`config.mk`:
```
export PLATFORM = sky130hd
export DESIGN_NAME = stream_sync_header_scanner
export DESIGN_NICKNAME = d
export VERILOG_FILES = /design/src/ssh_pkg.sv /design/src/ssh_ctrl.sv /design/src/ssh_datapath.sv /design/src/stream_sync_header_scanner.sv
export SDC_FILE = /design/constraint.sdc
export NUM_CORES = 1
export LEC_CHECK = 0
export BUFFER_PORTS_ARGS = -buffer_cell sky130_fd_sc_hd__buf_2
export CAP_MARGIN = 25
export CORE_ASPECT_RATIO = 2
export CORE_UTILIZATION = 35
export CTS_BUF_LIST = sky130_fd_sc_hd__clkbuf_2
export CTS_CLUSTER_DIAMETER = 40
export DETAILED_ROUTE_END_ITERATION = 10
export SKIP_LAST_GASP = 1
export SYNTH_ARGS = -nofsm -noshare
export SYNTH_HDL_FRONTEND = slang
export SYNTH_SLANG_ARGS = --single-unit
```
`constraint.sdc`:
```
create_clock -name clk -period 9.8 [get_ports clk]
set_input_delay 0 -clock clk [delete_from_list [all_inputs] [get_ports clk]]
set_output_delay 0 -clock clk [all_outputs]
set_load 0.01 [all_outputs]
```
`src/ssh_pkg.sv`:
```
// Shared types, constants and lookup tables of the stream sync header scanner.
// No dependencies.
package ssh_pkg;

  localparam int CAPTURE_DEPTH = 6;
  localparam int CAP_IDX_W = $clog2(CAPTURE_DEPTH);
  localparam int DIV_STEPS = 26;

  localparam logic [1:0] MODE_SHORT = 2'd0;
  localparam logic [1:0] MODE_LONG  = 2'd1;
  localparam logic [1:0] MODE_AC3   = 2'd2;
  localparam logic [1:0] MODE_MPA   = 2'd3;

  localparam logic [7:0] PES_MIN_ID = 8'hBC;

  typedef struct packed {
    logic [7:0] data_byte;
    logic       restart;
  } ssh_in_t;

  typedef struct packed {
    logic [31:0] header_position;
    logic [16:0] frame_size;
    logic [8:0]  header_size;
    logic [31:0] packet_length;
    logic        is_pes;
    logic        status;
  } ssh_out_t;

  typedef struct packed {
    logic take;
    logic eval;
    logic mul;
    logic scale;
    logic div_step;
    logic load_out;
  } ssh_cmd_t;

  typedef struct packed {
    logic hit;
    logic need_div;
    logic div_done;
  } ssh_stat_t;

  // AC-3 frame size in 16-bit words
  function automatic logic [10:0] ac3_words(input logic [1:0] fs, input logic [5:0] fc);
    logic [10:0] w;
    w = 11'd0;
    case (fs)
      2'd0: begin
        case (fc[5:1])
          5'd0: w = 11'd64;    5'd1: w = 11'd80;    5'd2: w = 11'd96;
          5'd3: w = 11'd112;   5'd4: w = 11'd128;   5'd5: w = 11'd160;
          5'd6: w = 11'd192;   5'd7: w = 11'd224;   5'd8: w = 11'd256;
          5'd9: w = 11'd320;   5'd10: w = 11'd384;  5'd11: w = 11'd448;
          5'd12: w = 11'd512;  5'd13: w = 11'd640;  5'd14: w = 11'd768;
          5'd15: w = 11'd896;  5'd16: w = 11'd1024; 5'd17: w = 11'd1152;
          5'd18: w = 11'd1280;
          default: w = 11'd0;
        endcase
      end
      2'd1: begin
        case (fc[5:1])
          5'd0: w = 11'd69;    5'd1: w = 11'd87;    5'd2: w = 11'd104;
          5'd3: w = 11'd121;   5'd4: w = 11'd139;   5'd5: w = 11'd174;
          5'd6: w = 11'd208;   5'd7: w = 11'd243;   5'd8: w = 11'd278;
          5'd9: w = 11'd348;   5'd10: w = 11'd417;  5'd11: w = 11'd487;
          5'd12: w = 11'd557;  5'd13: w = 11'd696;  5'd14: w = 11'd835;
          5'd15: w = 11'd975;  5'd16: w = 11'd1114; 5'd17: w = 11'd1253;
          5'd18: w = 11'd1393;
          default: w = 11'd0;
        endcase
        w = w + {10'd0, fc[0]};
      end
      2'd2: begin
        case (fc[5:1])
          5'd0: w = 11'd96;    5'd1: w = 11'd120;   5'd2: w = 11'd144;
          5'd3: w = 11'd168;   5'd4: w = 11'd192;   5'd5: w = 11'd240;
          5'd6: w = 11'd288;   5'd7: w = 11'd336;   5'd8: w = 11'd384;
          5'd9: w = 11'd480;   5'd10: w = 11'd576;  5'd11: w = 11'd672;
          5'd12: w = 11'd768;  5'd13: w = 11'd960;  5'd14: w = 11'd1152;
          5'd15: w = 11'd1344; 5'd16: w = 11'd1536; 5'd17: w = 11'd1728;
          5'd18: w = 11'd1920;
          default: w = 11'd0;
        endcase
      end
      default: w = 11'd0;
    endcase
    return w;
  endfunction

  // MPEG audio bitrate in kbit/s; vi 0 = MPEG-1, 1 = MPEG-2, 2 = MPEG-2.5
  function automatic logic [8:0] mpa_kbps(input logic [1:0] vi, input logic [1:0] li,
                                          input logic [3:0] br);
    logic [8:0] k;
    k = 9'd0;
    if (vi == 2'd0) begin
      case (li)
        2'd0: begin
          k = (br == 4'd15) ? 9'd0 : {br, 5'd0};
        end
        2'd1: begin
          case (br)
            4'd1: k = 9'd32;   4'd2: k = 9'd48;   4'd3: k = 9'd56;   4'd4: k = 9'd64;
            4'd5: k = 9'd80;   4'd6: k = 9'd96;   4'd7: k = 9'd112;  4'd8: k = 9'd128;
            4'd9: k = 9'd160;  4'd10: k = 9'd192; 4'd11: k = 9'd224; 4'd12: k = 9'd256;
            4'd13: k = 9'd320; 4'd14: k = 9'd384;
            default: k = 9'd0;
          endcase
        end
        default: begin
          case (br)
            4'd1: k = 9'd32;   4'd2: k = 9'd40;   4'd3: k = 9'd48;   4'd4: k = 9'd56;
            4'd5: k = 9'd64;   4'd6: k = 9'd80;   4'd7: k = 9'd96;   4'd8: k = 9'd112;
            4'd9: k = 9'd128;  4'd10: k = 9'd160; 4'd11: k = 9'd192; 4'd12: k = 9'd224;
            4'd13: k = 9'd256; 4'd14: k = 9'd320;
            default: k = 9'd0;
          endcase
        end
      endcase
    end else if (li == 2'd0) begin
      case (br)
        4'd1: k = 9'd32;   4'd2: k = 9'd48;   4'd3: k = 9'd56;   4'd4: k = 9'd64;
        4'd5: k = 9'd80;   4'd6: k = 9'd96;   4'd7: k = 9'd112;  4'd8: k = 9'd128;
        4'd9: k = 9'd144;  4'd10: k = 9'd160; 4'd11: k = 9'd176; 4'd12: k = 9'd192;
        4'd13: k = 9'd224; 4'd14: k = 9'd256;
        default: k = 9'd0;
      endcase
    end else begin
      case (br)
        4'd1: k = 9'd8;    4'd2: k = 9'd16;   4'd3: k = 9'd24;   4'd4: k = 9'd32;
        4'd5: k = 9'd40;   4'd6: k = 9'd48;   4'd7: k = 9'd56;   4'd8: k = 9'd64;
        4'd9: k = 9'd80;   4'd10: k = 9'd96;  4'd11: k = 9'd112; 4'd12: k = 9'd128;
        4'd13: k = 9'd144; 4'd14: k = 9'd160;
        default: k = 9'd0;
      endcase
    end
    return k;
  endfunction

  function automatic logic [15:0] mpa_rate(input logic [1:0] vi, input logic [1:0] sr);
    logic [15:0] r;
    r = 16'd1;
    case ({vi, sr})
      4'b0000: r = 16'd44100; 4'b0001: r = 16'd48000; 4'b0010: r = 16'd32000;
      4'b0100: r = 16'd22050; 4'b0101: r = 16'd24000; 4'b0110: r = 16'd16000;
      4'b1000: r = 16'd11025; 4'b1001: r = 16'd12000; 4'b1010: r = 16'd8000;
      default: r = 16'd1;
    endcase
    return r;
  endfunction

  function automatic logic [7:0] mpa_slots(input logic [1:0] vi, input logic [1:0] li);
    logic [7:0] s;
    case (li)
      2'd0: s = 8'd12;
      2'd1: s = 8'd144;
      default: s = (vi == 2'd0) ? 8'd144 : 8'd72;
    endcase
    return s;
  endfunction

endpackage

```
`src/ssh_ctrl.sv`:
```
// Sequencer of the sync header scanner: input handshake, result evaluation steps,
// output register valid. Depends on ssh_pkg.
module ssh_ctrl import ssh_pkg::*; (
  input  logic      clk,
  input  logic      rst,
  input  logic      in_valid,
  output logic      in_stall,
  output logic      out_valid,
  input  logic      out_stall,
  input  ssh_stat_t stat,
  output ssh_cmd_t  cmd
);

  typedef enum logic [2:0] {S_SCAN, S_EVAL, S_MUL, S_SCALE, S_DIV, S_OUT} state_t;

  state_t state;
  logic   out_free;

  assign out_free = !out_valid || !out_stall;
  assign in_stall = (state != S_SCAN);

  always_comb begin
    cmd = '0;
    cmd.take     = (state == S_SCAN) && in_valid;
    cmd.eval     = (state == S_EVAL);
    cmd.mul      = (state == S_MUL);
    cmd.scale    = (state == S_SCALE);
    cmd.div_step = (state == S_DIV);
    cmd.load_out = (state == S_OUT) && out_free;
  end

  always_ff @(posedge clk) begin
    if (rst) begin
      state     <= S_SCAN;
      out_valid <= 1'b0;
    end else begin
      if (cmd.load_out) out_valid <= 1'b1;
      else if (out_valid && !out_stall) out_valid <= 1'b0;
      case (state)
        S_SCAN:  if (cmd.take && stat.hit) state <= S_EVAL;
        S_EVAL:  state <= stat.need_div ? S_MUL : S_OUT;
        S_MUL:   state <= S_SCALE;
        S_SCALE: state <= S_DIV;
        S_DIV:   if (stat.div_done) state <= S_OUT;
        S_OUT: begin
          if (out_free) state <= S_SCAN;
        end
        default: state <= S_SCAN;
      endcase
    end
  end

endmodule

```
`src/ssh_datapath.sv`:
```
// Datapath of the sync header scanner: sync window, capture bytes, size decode,
// MPEG audio frame size divider and result register. Depends on ssh_pkg.
module ssh_datapath import ssh_pkg::*; (
  input  logic      clk,
  input  logic      rst,
  input  logic      cfg_wen,
  input  logic [1:0] cfg_wdata,
  input  ssh_in_t   in_data,
  input  ssh_cmd_t  cmd,
  output ssh_stat_t stat,
  output ssh_out_t  out_data
);

  logic [1:0]  mode;
  logic [31:0] sync_window;
  logic [31:0] byte_count;
  logic [7:0]  capture_bytes [CAPTURE_DEPTH];
  logic [2:0]  capture_phase;
  logic [31:0] pending_position;
  logic [31:0] last_position;
  logic        have_last;
  logic        imm_long;     // pending result is a bare 00 00 00 01

  // scan-side logic for the beat being taken
  logic [31:0] win0, win_next;
  logic [2:0]  cp0;
  logic [CAP_IDX_W-1:0] cidx;
  logic [7:0]  c0_eff;
  logic [2:0]  need;
  logic        finish_hit, long4_hit;

  always_comb begin
    win0     = in_data.restart ? 32'hFFFF_FFFF : sync_window;
    win_next = {win0[23:0], in_data.data_byte};
    cp0      = in_data.restart ? 3'd0 : capture_phase;
    cidx     = CAP_IDX_W'(cp0 - 3'd1);
    c0_eff   = (cp0 == 3'd1) ? in_data.data_byte : capture_bytes[0];
    case (mode)
      MODE_SHORT: need = (c0_eff < PES_MIN_ID) ? 3'd1 : 3'd3;
      MODE_LONG:  need = 3'd6;
      default:    need = 3'd3;
    endcase
    finish_hit = (cp0 != 3'd0) && !(cp0 < need);
    long4_hit  = (cp0 == 3'd0) && (mode == MODE_LONG) && (win_next == 32'd1);
  end

  assign stat.hit = finish_hit || long4_hit;

  always_ff @(posedge clk) begin
    if (rst) begin
      mode             <= MODE_SHORT;
      sync_window      <= 32'hFFFF_FFFF;
      byte_count       <= 32'd0;
      capture_phase    <= 3'd0;
      pending_position <= 32'd0;
      imm_long         <= 1'b0;
    end else begin
      if (cfg_wen) mode <= cfg_wdata;
      if (cmd.take) begin
        byte_count  <= byte_count + 32'd1;
        sync_window <= win_next;
        imm_long    <= long4_hit;
        if (cp0 != 3'd0) begin
          if (32'(cidx) < CAPTURE_DEPTH) capture_bytes[cidx] <= in_data.data_byte;
          capture_phase <= finish_hit ? 3'd0 : cp0 + 3'd1;
        end else begin
          case (mode)
            MODE_SHORT: begin
              if (win_next[23:0] == 24'd1) begin
                pending_position <= byte_count - 32'd2;
                capture_phase    <= 3'd1;
              end else begin
                capture_phase <= 3'd0;
              end
            end
            MODE_LONG: begin
              if (win_next == 32'd1) begin
                pending_position <= byte_count - 32'd3;
                capture_phase    <= 3'd0;
              end else if (win_next[31:4] == 28'h000001E) begin
                pending_position <= byte_count - 32'd3;
                capture_bytes[0] <= in_data.data_byte;
                capture_phase    <= 3'd2;
              end else begin
                capture_phase <= 3'd0;
              end
            end
            MODE_AC3: begin
              if (win_next[15:0] == 16'h0B77) begin
                pending_position <= byte_count - 32'd1;
                capture_phase    <= 3'd1;
              end else begin
                capture_phase <= 3'd0;
              end
            end
            default: begin
              if (win_next[15:5] == 11'h7FF) begin
                pending_position <= byte_count - 32'd1;
                capture_bytes[0] <= in_data.data_byte;
                capture_phase    <= 3'd2;
              end else begin
                capture_phase <= 3'd0;
              end
            end
          endcase
        end
      end
    end
  end

  // header decode from captured bytes
  logic [7:0]  c0, c1, c2, c3, c5;
  logic [16:0] pes_len;
  logic        pes;
  logic [16:0] e_fs;
  logic [8:0]  e_hs;
  logic        e_pes, e_bad, e_div;
  logic [1:0]  id, layer, sr, vi, li;
  logic [3:0]  br;

  always_comb begin
    c0 = capture_bytes[0];
    c1 = capture_bytes[1];
    c2 = capture_bytes[2];
    c3 = capture_bytes[3];
    c5 = capture_bytes[5];
    pes_len = ({c1, c2} == 16'd0) ? 17'd0 : {1'b0, c1, c2} + 17'd6;
    pes     = (c0 >= PES_MIN_ID);
    id      = c0[4:3];
    layer   = c0[2:1];
    br      = c1[7:4];
    sr      = c1[3:2];
    vi      = (id == 2'd3) ? 2'd0 : (id == 2'd2) ? 2'd1 : 2'd2;
    li      = 2'd3 - layer;
    e_fs    = 17'd0;
    e_hs    = 9'd3;
    e_pes   = 1'b0;
    e_bad   = 1'b0;
    e_div   = 1'b0;
    if (imm_long) begin
      e_hs = 9'd4;
    end else begin
      case (mode)
        MODE_SHORT: begin
          e_pes = pes;
          e_fs  = pes ? pes_len : 17'd0;
        end
        MODE_LONG: begin
          e_pes = pes;
          e_fs  = pes ? pes_len : 17'd0;
          if (!pes) e_hs = 9'd4;
          else if (c3[7:6] == 2'b10) e_hs = 9'd9 + {1'b0, c5};
          else e_hs = 9'd6;
        end
        MODE_AC3: begin
          e_hs = 9'd2;
          if (c2[7:6] == 2'd3 || c2[5:0] >= 6'd38) e_bad = 1'b1;
          else e_fs = {5'd0, ac3_words(c2[7:6], c2[5:0]), 1'b0};
        end
        default: begin
          if (id == 2'd1 || layer == 2'd0 || br == 4'd15 || sr == 2'd3 || c2[1:0] == 2'd2)
            e_bad = 1'b1;
          else if (br != 4'd0)
            e_div = 1'b1;
        end
      endcase
    end
  end

  assign stat.need_div = e_div;

  // MPEG audio: slots * kbps * 1000 / rate, restoring divider one bit a cycle
  logic [7:0]  slots_r;
  logic [8:0]  kbps_r;
  logic [15:0] rate_r;
  logic        pad_r, slot4_r, use_div;
  logic [16:0] prod;
  logic [25:0] num;
  logic [16:0] rem;
  logic [4:0]  div_cnt;
  logic [16:0] trial;
  logic [16:0] r_fs;
  logic [8:0]  r_hs;
  logic        r_pes, r_bad;

  assign trial         = {rem[15:0], num[25]};
  assign stat.div_done = (div_cnt == 5'd1);

  always_ff @(posedge clk) begin
    if (cmd.eval) begin
      r_fs    <= e_fs;
      r_hs    <= e_hs;
      r_pes   <= e_pes;
      r_bad   <= e_bad;
      use_div <= e_div;
      slots_r <= mpa_slots(vi, li);
      kbps_r  <= mpa_kbps(vi, li, br);
      rate_r  <= mpa_rate(vi, sr);
      pad_r   <= c1[1];
      slot4_r <= (li == 2'd0);
    end
    if (cmd.mul) prod <= 17'(slots_r * kbps_r);
    if (cmd.scale) begin
      num     <= 26'(prod * 10'd1000);
      rem     <= 17'd0;
      div_cnt <= 5'(DIV_STEPS);
    end
    if (cmd.div_step) begin
      div_cnt <= div_cnt - 5'd1;
      if (trial >= {1'b0, rate_r}) begin
        rem <= trial - {1'b0, rate_r};
        num <= {num[24:0], 1'b1};
      end else begin
        rem <= trial;
        num <= {num[24:0], 1'b0};
      end
    end
  end

  // result register and previous header tracking
  logic [16:0] q_pad;
  logic [16:0] fin_fs;

  assign q_pad  = num[16:0] + {16'd0, pad_r};
  assign fin_fs = use_div ? (slot4_r ? {q_pad[14:0], 2'b00} : q_pad) : r_fs;

  always_ff @(posedge clk) begin
    if (rst) begin
      last_position <= 32'd0;
      have_last     <= 1'b0;
    end else begin
      if (cmd.take && in_data.restart) begin
        last_position <= 32'd0;
        have_last     <= 1'b0;
      end
      if (cmd.load_out && !r_bad) begin
        last_position <= pending_position;
        have_last     <= 1'b1;
      end
    end
  end

  always_ff @(posedge clk) begin
    if (cmd.load_out) begin
      out_data.header_position <= pending_position;
      out_data.frame_size      <= fin_fs;
      out_data.header_size     <= r_hs;
      out_data.packet_length   <= have_last ? pending_position - last_position : 32'd0;
      out_data.is_pes          <= r_pes;
      out_data.status          <= r_bad;
    end
  end

endmodule

```
`src/stream_sync_header_scanner.sv`:
```
// Stream sync header scanner: one byte per beat; a header ends with one result beat.
// Bytes are taken one per cycle while scanning and capturing. After the byte that
// completes a header the input stalls while the result is evaluated and loaded,
// longer for an MPEG audio header with a bitrate (serial divider) and while a held
// result beat waits on out_stall; the result beat is valid when the stall ends.
// Synchronous active-high reset: mode 0, window all ones, counters and valid cleared.
module stream_sync_header_scanner import ssh_pkg::*; (
  input  logic       clk,
  input  logic       rst,
  input  logic       cfg_wen,
  input  logic [1:0] cfg_wdata,
  input  logic       in_valid,
  output logic       in_stall,
  input  ssh_in_t    in_data,
  output logic       out_valid,
  input  logic       out_stall,
  output ssh_out_t   out_data
);

  ssh_cmd_t  cmd;
  ssh_stat_t stat;

  ssh_ctrl u_ctrl (
    .clk       (clk),
    .rst       (rst),
    .in_valid  (in_valid),
    .in_stall  (in_stall),
    .out_valid (out_valid),
    .out_stall (out_stall),
    .stat      (stat),
    .cmd       (cmd)
  );

  ssh_datapath u_dp (
    .clk       (clk),
    .rst       (rst),
    .cfg_wen   (cfg_wen),
    .cfg_wdata (cfg_wdata),
    .in_data   (in_data),
    .cmd       (cmd),
    .stat      (stat),
    .out_data  (out_data)
  );

endmodule

```
==> flow_metrics.env <==
export IMPL_skew_ps=157
export IMPL_endpoint_kind="register"
export IMPL_r2r_start="u_dp.prod[5]"
export IMPL_drive_above_1_share_pct=12.5
export IMPL_wirelength_um=55900
export IMPL_hold_viol_final=0
export IMPL_drv_slew=0
export IMPL_rows=130
export IMPL_ios=110
export IMPL_seq_area_frac_synth_pct=44.4
export IMPL_period_share_pct=53.9
export IMPL_coreArea_sq_mm=0.0626
export IMPL_cap_viol_max_count=0
export IMPL_fillers=6213
export IMPL_ys_ff_latch=371
export IMPL_grt_pass1_vias=17200
export IMPL_seq_area_sq_mm=0.00983
export IMPL_power_internal_mw=2.17
export IMPL_ys_warn_count=0
export IMPL_r2r_end="u_dp.num[25]"
export IMPL_htree_levels=3
export IMPL_clock_tree_root_cell="clkbuf_2"
export IMPL_crit_required_ps=10500
export IMPL_start_util_pct=35.4
export IMPL_cts_sinks=371
export IMPL_max_stage_delay_ps=810
export IMPL_dpl_hpwl_um=41000
export IMPL_status="finished, violations left"
export IMPL_gp_congestion=0.881
export IMPL_leakage_nw=10.4
export IMPL_io_buffer_count=109
export IMPL_cts_hold_buf=32
export IMPL_switching_share_pct=28.7
export IMPL_power_frac_comb_pct=11.9
export IMPL_synth_most_common_cell="nor2_1"
export IMPL_place_ws_ps=4550
export IMPL_die_y_um=358
export IMPL_ctsResizeCount=0
export IMPL_cpMostUsedCell="fa_1"
export IMPL_yosys_top_cells_count="nor2_1, edfxtp_1, inv_1, ha_1, nand2_1"
export IMPL_synth_edf_count=240
export IMPL_wl_per_cell_um=17.3
export IMPL_synthArstFlopShare_pct=0
export IMPL_grt_pass1_wl_um=87800
export IMPL_antenna_found_initial=2
export IMPL_die_x_um=180
export IMPL_synth_ff_type="edfxtp_1"
export IMPL_critPathKind="register to register"
export IMPL_path_clk_slew_ps=120
export IMPL_fin_tns_setup_ps=0
export IMPL_max_freq_mhz=189
export IMPL_cts_tree="yes"
export IMPL_post_cts_repair_setup_buffers=0
export IMPL_drcViolationCount=18
export IMPL_worstHoldStart="in_valid"
export IMPL_stdcell_count=3230
export IMPL_cp_arrival_ps=5980
export IMPL_synth_fp_nets=2451
export IMPL_crit_chain="fa_1 -> fa_1 -> inv_1 -> fa_1 -> fa_1 -> inv_1 -> ha_1 -> a21oi_1 -> nor2b_1 -> o21a_1 -> o41ai_1 -> o211ai_1 -> a31oi_1 -> xnor2_1 -> a21oi_1"
export IMPL_worstPathMaxFanout=5
export IMPL_min_path_cells=5
export IMPL_multiInputGateArea_sq_mm=0.0113
export IMPL_start_kind="register"
export IMPL_min_path_type="input port to register"
export IMPL_critPathTopFamily="adder cells"
export IMPL_nets=2596
export IMPL_cts_buffer_depth=3
export IMPL_grt_ovfl_total=0
export IMPL_hold_end="u_ctrl.state[2]"
export IMPL_p_sw_uw=874
export IMPL_vias=16800
export IMPL_critPathBufInv=2
export IMPL_avgSynthCellArea_sq_um=9.96
export IMPL_violations="DRC"
export IMPL_setup_viol=0
export IMPL_syn2layout_area_growth_pct=10.9
export IMPL_reg2reg_depth=15
export IMPL_synth_distinct_cells=77
export IMPL_period_needed_ps=5280
export IMPL_rsz0062_at_grt="false"
export IMPL_power_density_mw_per_mm2=124
export IMPL_dieArea_sq_mm=0.0644
export IMPL_clk_latency_ps=1090
export IMPL_drtAntennaViolNets=0
export IMPL_reg2reg_setup_slack_ps=4520
export IMPL_dp_cells=3038
export IMPL_synth_area_top_cells="edfxtp_1, dfxtp_1, ha_1, fa_1, nor2_1"
export IMPL_avgViaCountPerCell=5.21
export IMPL_synth_top_cell_by_area="edfxtp_1"
export IMPL_drt_first_iter_violations=657
export IMPL_seqPwrFrac_pct=55.5
export IMPL_synth_top_cell_area_share_pct=32.5
export IMPL_syn_cell_area_sq_mm=0.0222
export IMPL_final_setup_worst_slack_ps=4520
export IMPL_worstMarginPinSlew_ps=1000
export IMPL_grt_usage_pct=17.2
export IMPL_cts_buffers=84
export IMPL_firstDrtPassIters=10
export IMPL_timing_slew_headroom_pct=32.4
export IMPL_vdd_drop_max_v=0.0000777
export IMPL_p_clk_share_pct=32.6
export IMPL_grt_max_degree=76
export IMPL_worst_path_max_delay_cell="o41ai_1"
export IMPL_synthesis_instances=2224
[worst min-delay path: cells and delay by family]
| family | cells | cell delay (ps) |
|---|---|---|
| and+or+nand+nor | 1 | 140 |
| AOI/OAI and AO/OA | 2 | 220 |
| buffers and inverters | 2 | 700 |
[logic make-up (layout without fill, tap and decap cells)]
kind of cell	after synthesis	in the layout	share of synthesized area, %
flops	371	371	44.4
buf+inv	281	490	4.89
mux	64	64	2.95
compound gates	408	408	12.1
fa+ha+maj	211	211	13.7
other cells	0	5	0
xor+xnor	149	149	5.89
simple gates	740	740	16.1
[power by group through the flow]
stage	Sequential, mW	Combinational [mW]	Clock, mW
after floorplan	1.71	0.264	0
after global placement	1.72	0.337	0
after detailed placement	1.72	0.343	0
after CTS	1.69	0.359	1.04
after global routing	1.69	0.395	1.10
final	1.69	0.362	0.991
[sequential cells by signal, summed over array words and instances (netlist names), 2 cells and up]
name                   cells
u_dp.r_hs                  9
u_dp.capture_phase         3
u_dp.div_cnt               5
u_dp.num                  26
u_dp.last_position        32
u_dp.capture_bytes        33
u_dp.rem                  16
u_dp.rate_r               15
u_dp.r_fs                 17
u_ctrl.state               3
u_dp.mode                  2
u_dp.out_data             92
u_dp.sync_window          24
u_dp.pending_position     32
u_dp.kbps_r                6
u_dp.slots_r               4
u_dp.byte_count           32
u_dp.prod                 12
[per-layer routing]
metal	share of wire [%]	GRT usage, %	vias to the layer above	routed length (um)
met5	0	0	-	0
met4	4.8	9.72	0	2660
met3	4.2	2.73	161	2350
met2	55	34.2	424	30700
met1	36	16.7	8082	20200
li1	-	-	8154	-
[cell usage in the layout, fill, tap and decap left out, types with 16 or more instances in the layout]
| master | count |
|---|---|
| buf_2 | 108 |
| nand3_1 | 57 |
| a21o_1 | 34 |
| o21bai_1 | 22 |
| xor2_1 | 81 |
| inv_1 | 181 |
| a22o_1 | 35 |
| clkbuf_2 | 126 |
| nand2_1 | 150 |
| and3_1 | 26 |
| mux2i_1 | 53 |
| fa_1 | 52 |
| nand2b_1 | 27 |
| ha_1 | 159 |
| xnor2_1 | 68 |
| nor2b_1 | 27 |
| nand4_1 | 18 |
| edfxtp_1 | 240 |
| a21oi_1 | 111 |
| o21ai_0 | 78 |
| and2_1 | 24 |
| nor3_1 | 62 |
| dfxtp_1 | 131 |
| nor2_1 | 261 |
| a31oi_1 | 16 |
| dlygate4sd3_1 | 32 |
[per-stage QoR]
stage	power (mW)	instance area (sq um)	utilization (%)	hold WS, ps
after floorplan	1.98	22200	-	98.9
after global placement	2.06	23400	37.4	242
after detailed placement	2.07	23400	37.4	250
after CTS	3.08	24500	39.1	7.75
after global routing	3.18	24600	39.2	82.5
final	3.04	24600	39.2	98.1
[how the worst max path moves through the flow]
stage,from,end,slack [ps],depth (start not counted)
6_report,u_dp.prod[5],u_dp.num[25],4520,15
3_3_place_gp,u_dp.prod[5],u_dp.num[25],4610,15
4_1_cts,u_dp.prod[5],u_dp.num[25],4540,15
3_5_place_dp,u_dp.prod[5],u_dp.num[25],4550,15
2_1_floorplan,u_dp.prod[5],u_dp.num[25],5150,15
5_1_grt,u_dp.prod[5],u_dp.num[23],4230,15
[final cells by class]
type                       instances  share of cell area [%]
antenna                            5                  0.0509
multi-input combinational       1572                    45.9
sequential                       371                    40.0
tap                              792                    4.03
inverter                         183                    2.81
clock inverter                    24                   0.499
timing repair buffer             157                    4.12
clock buffer                     126                    2.57
No activity file was read; power rests on OpenSTA's default activity.
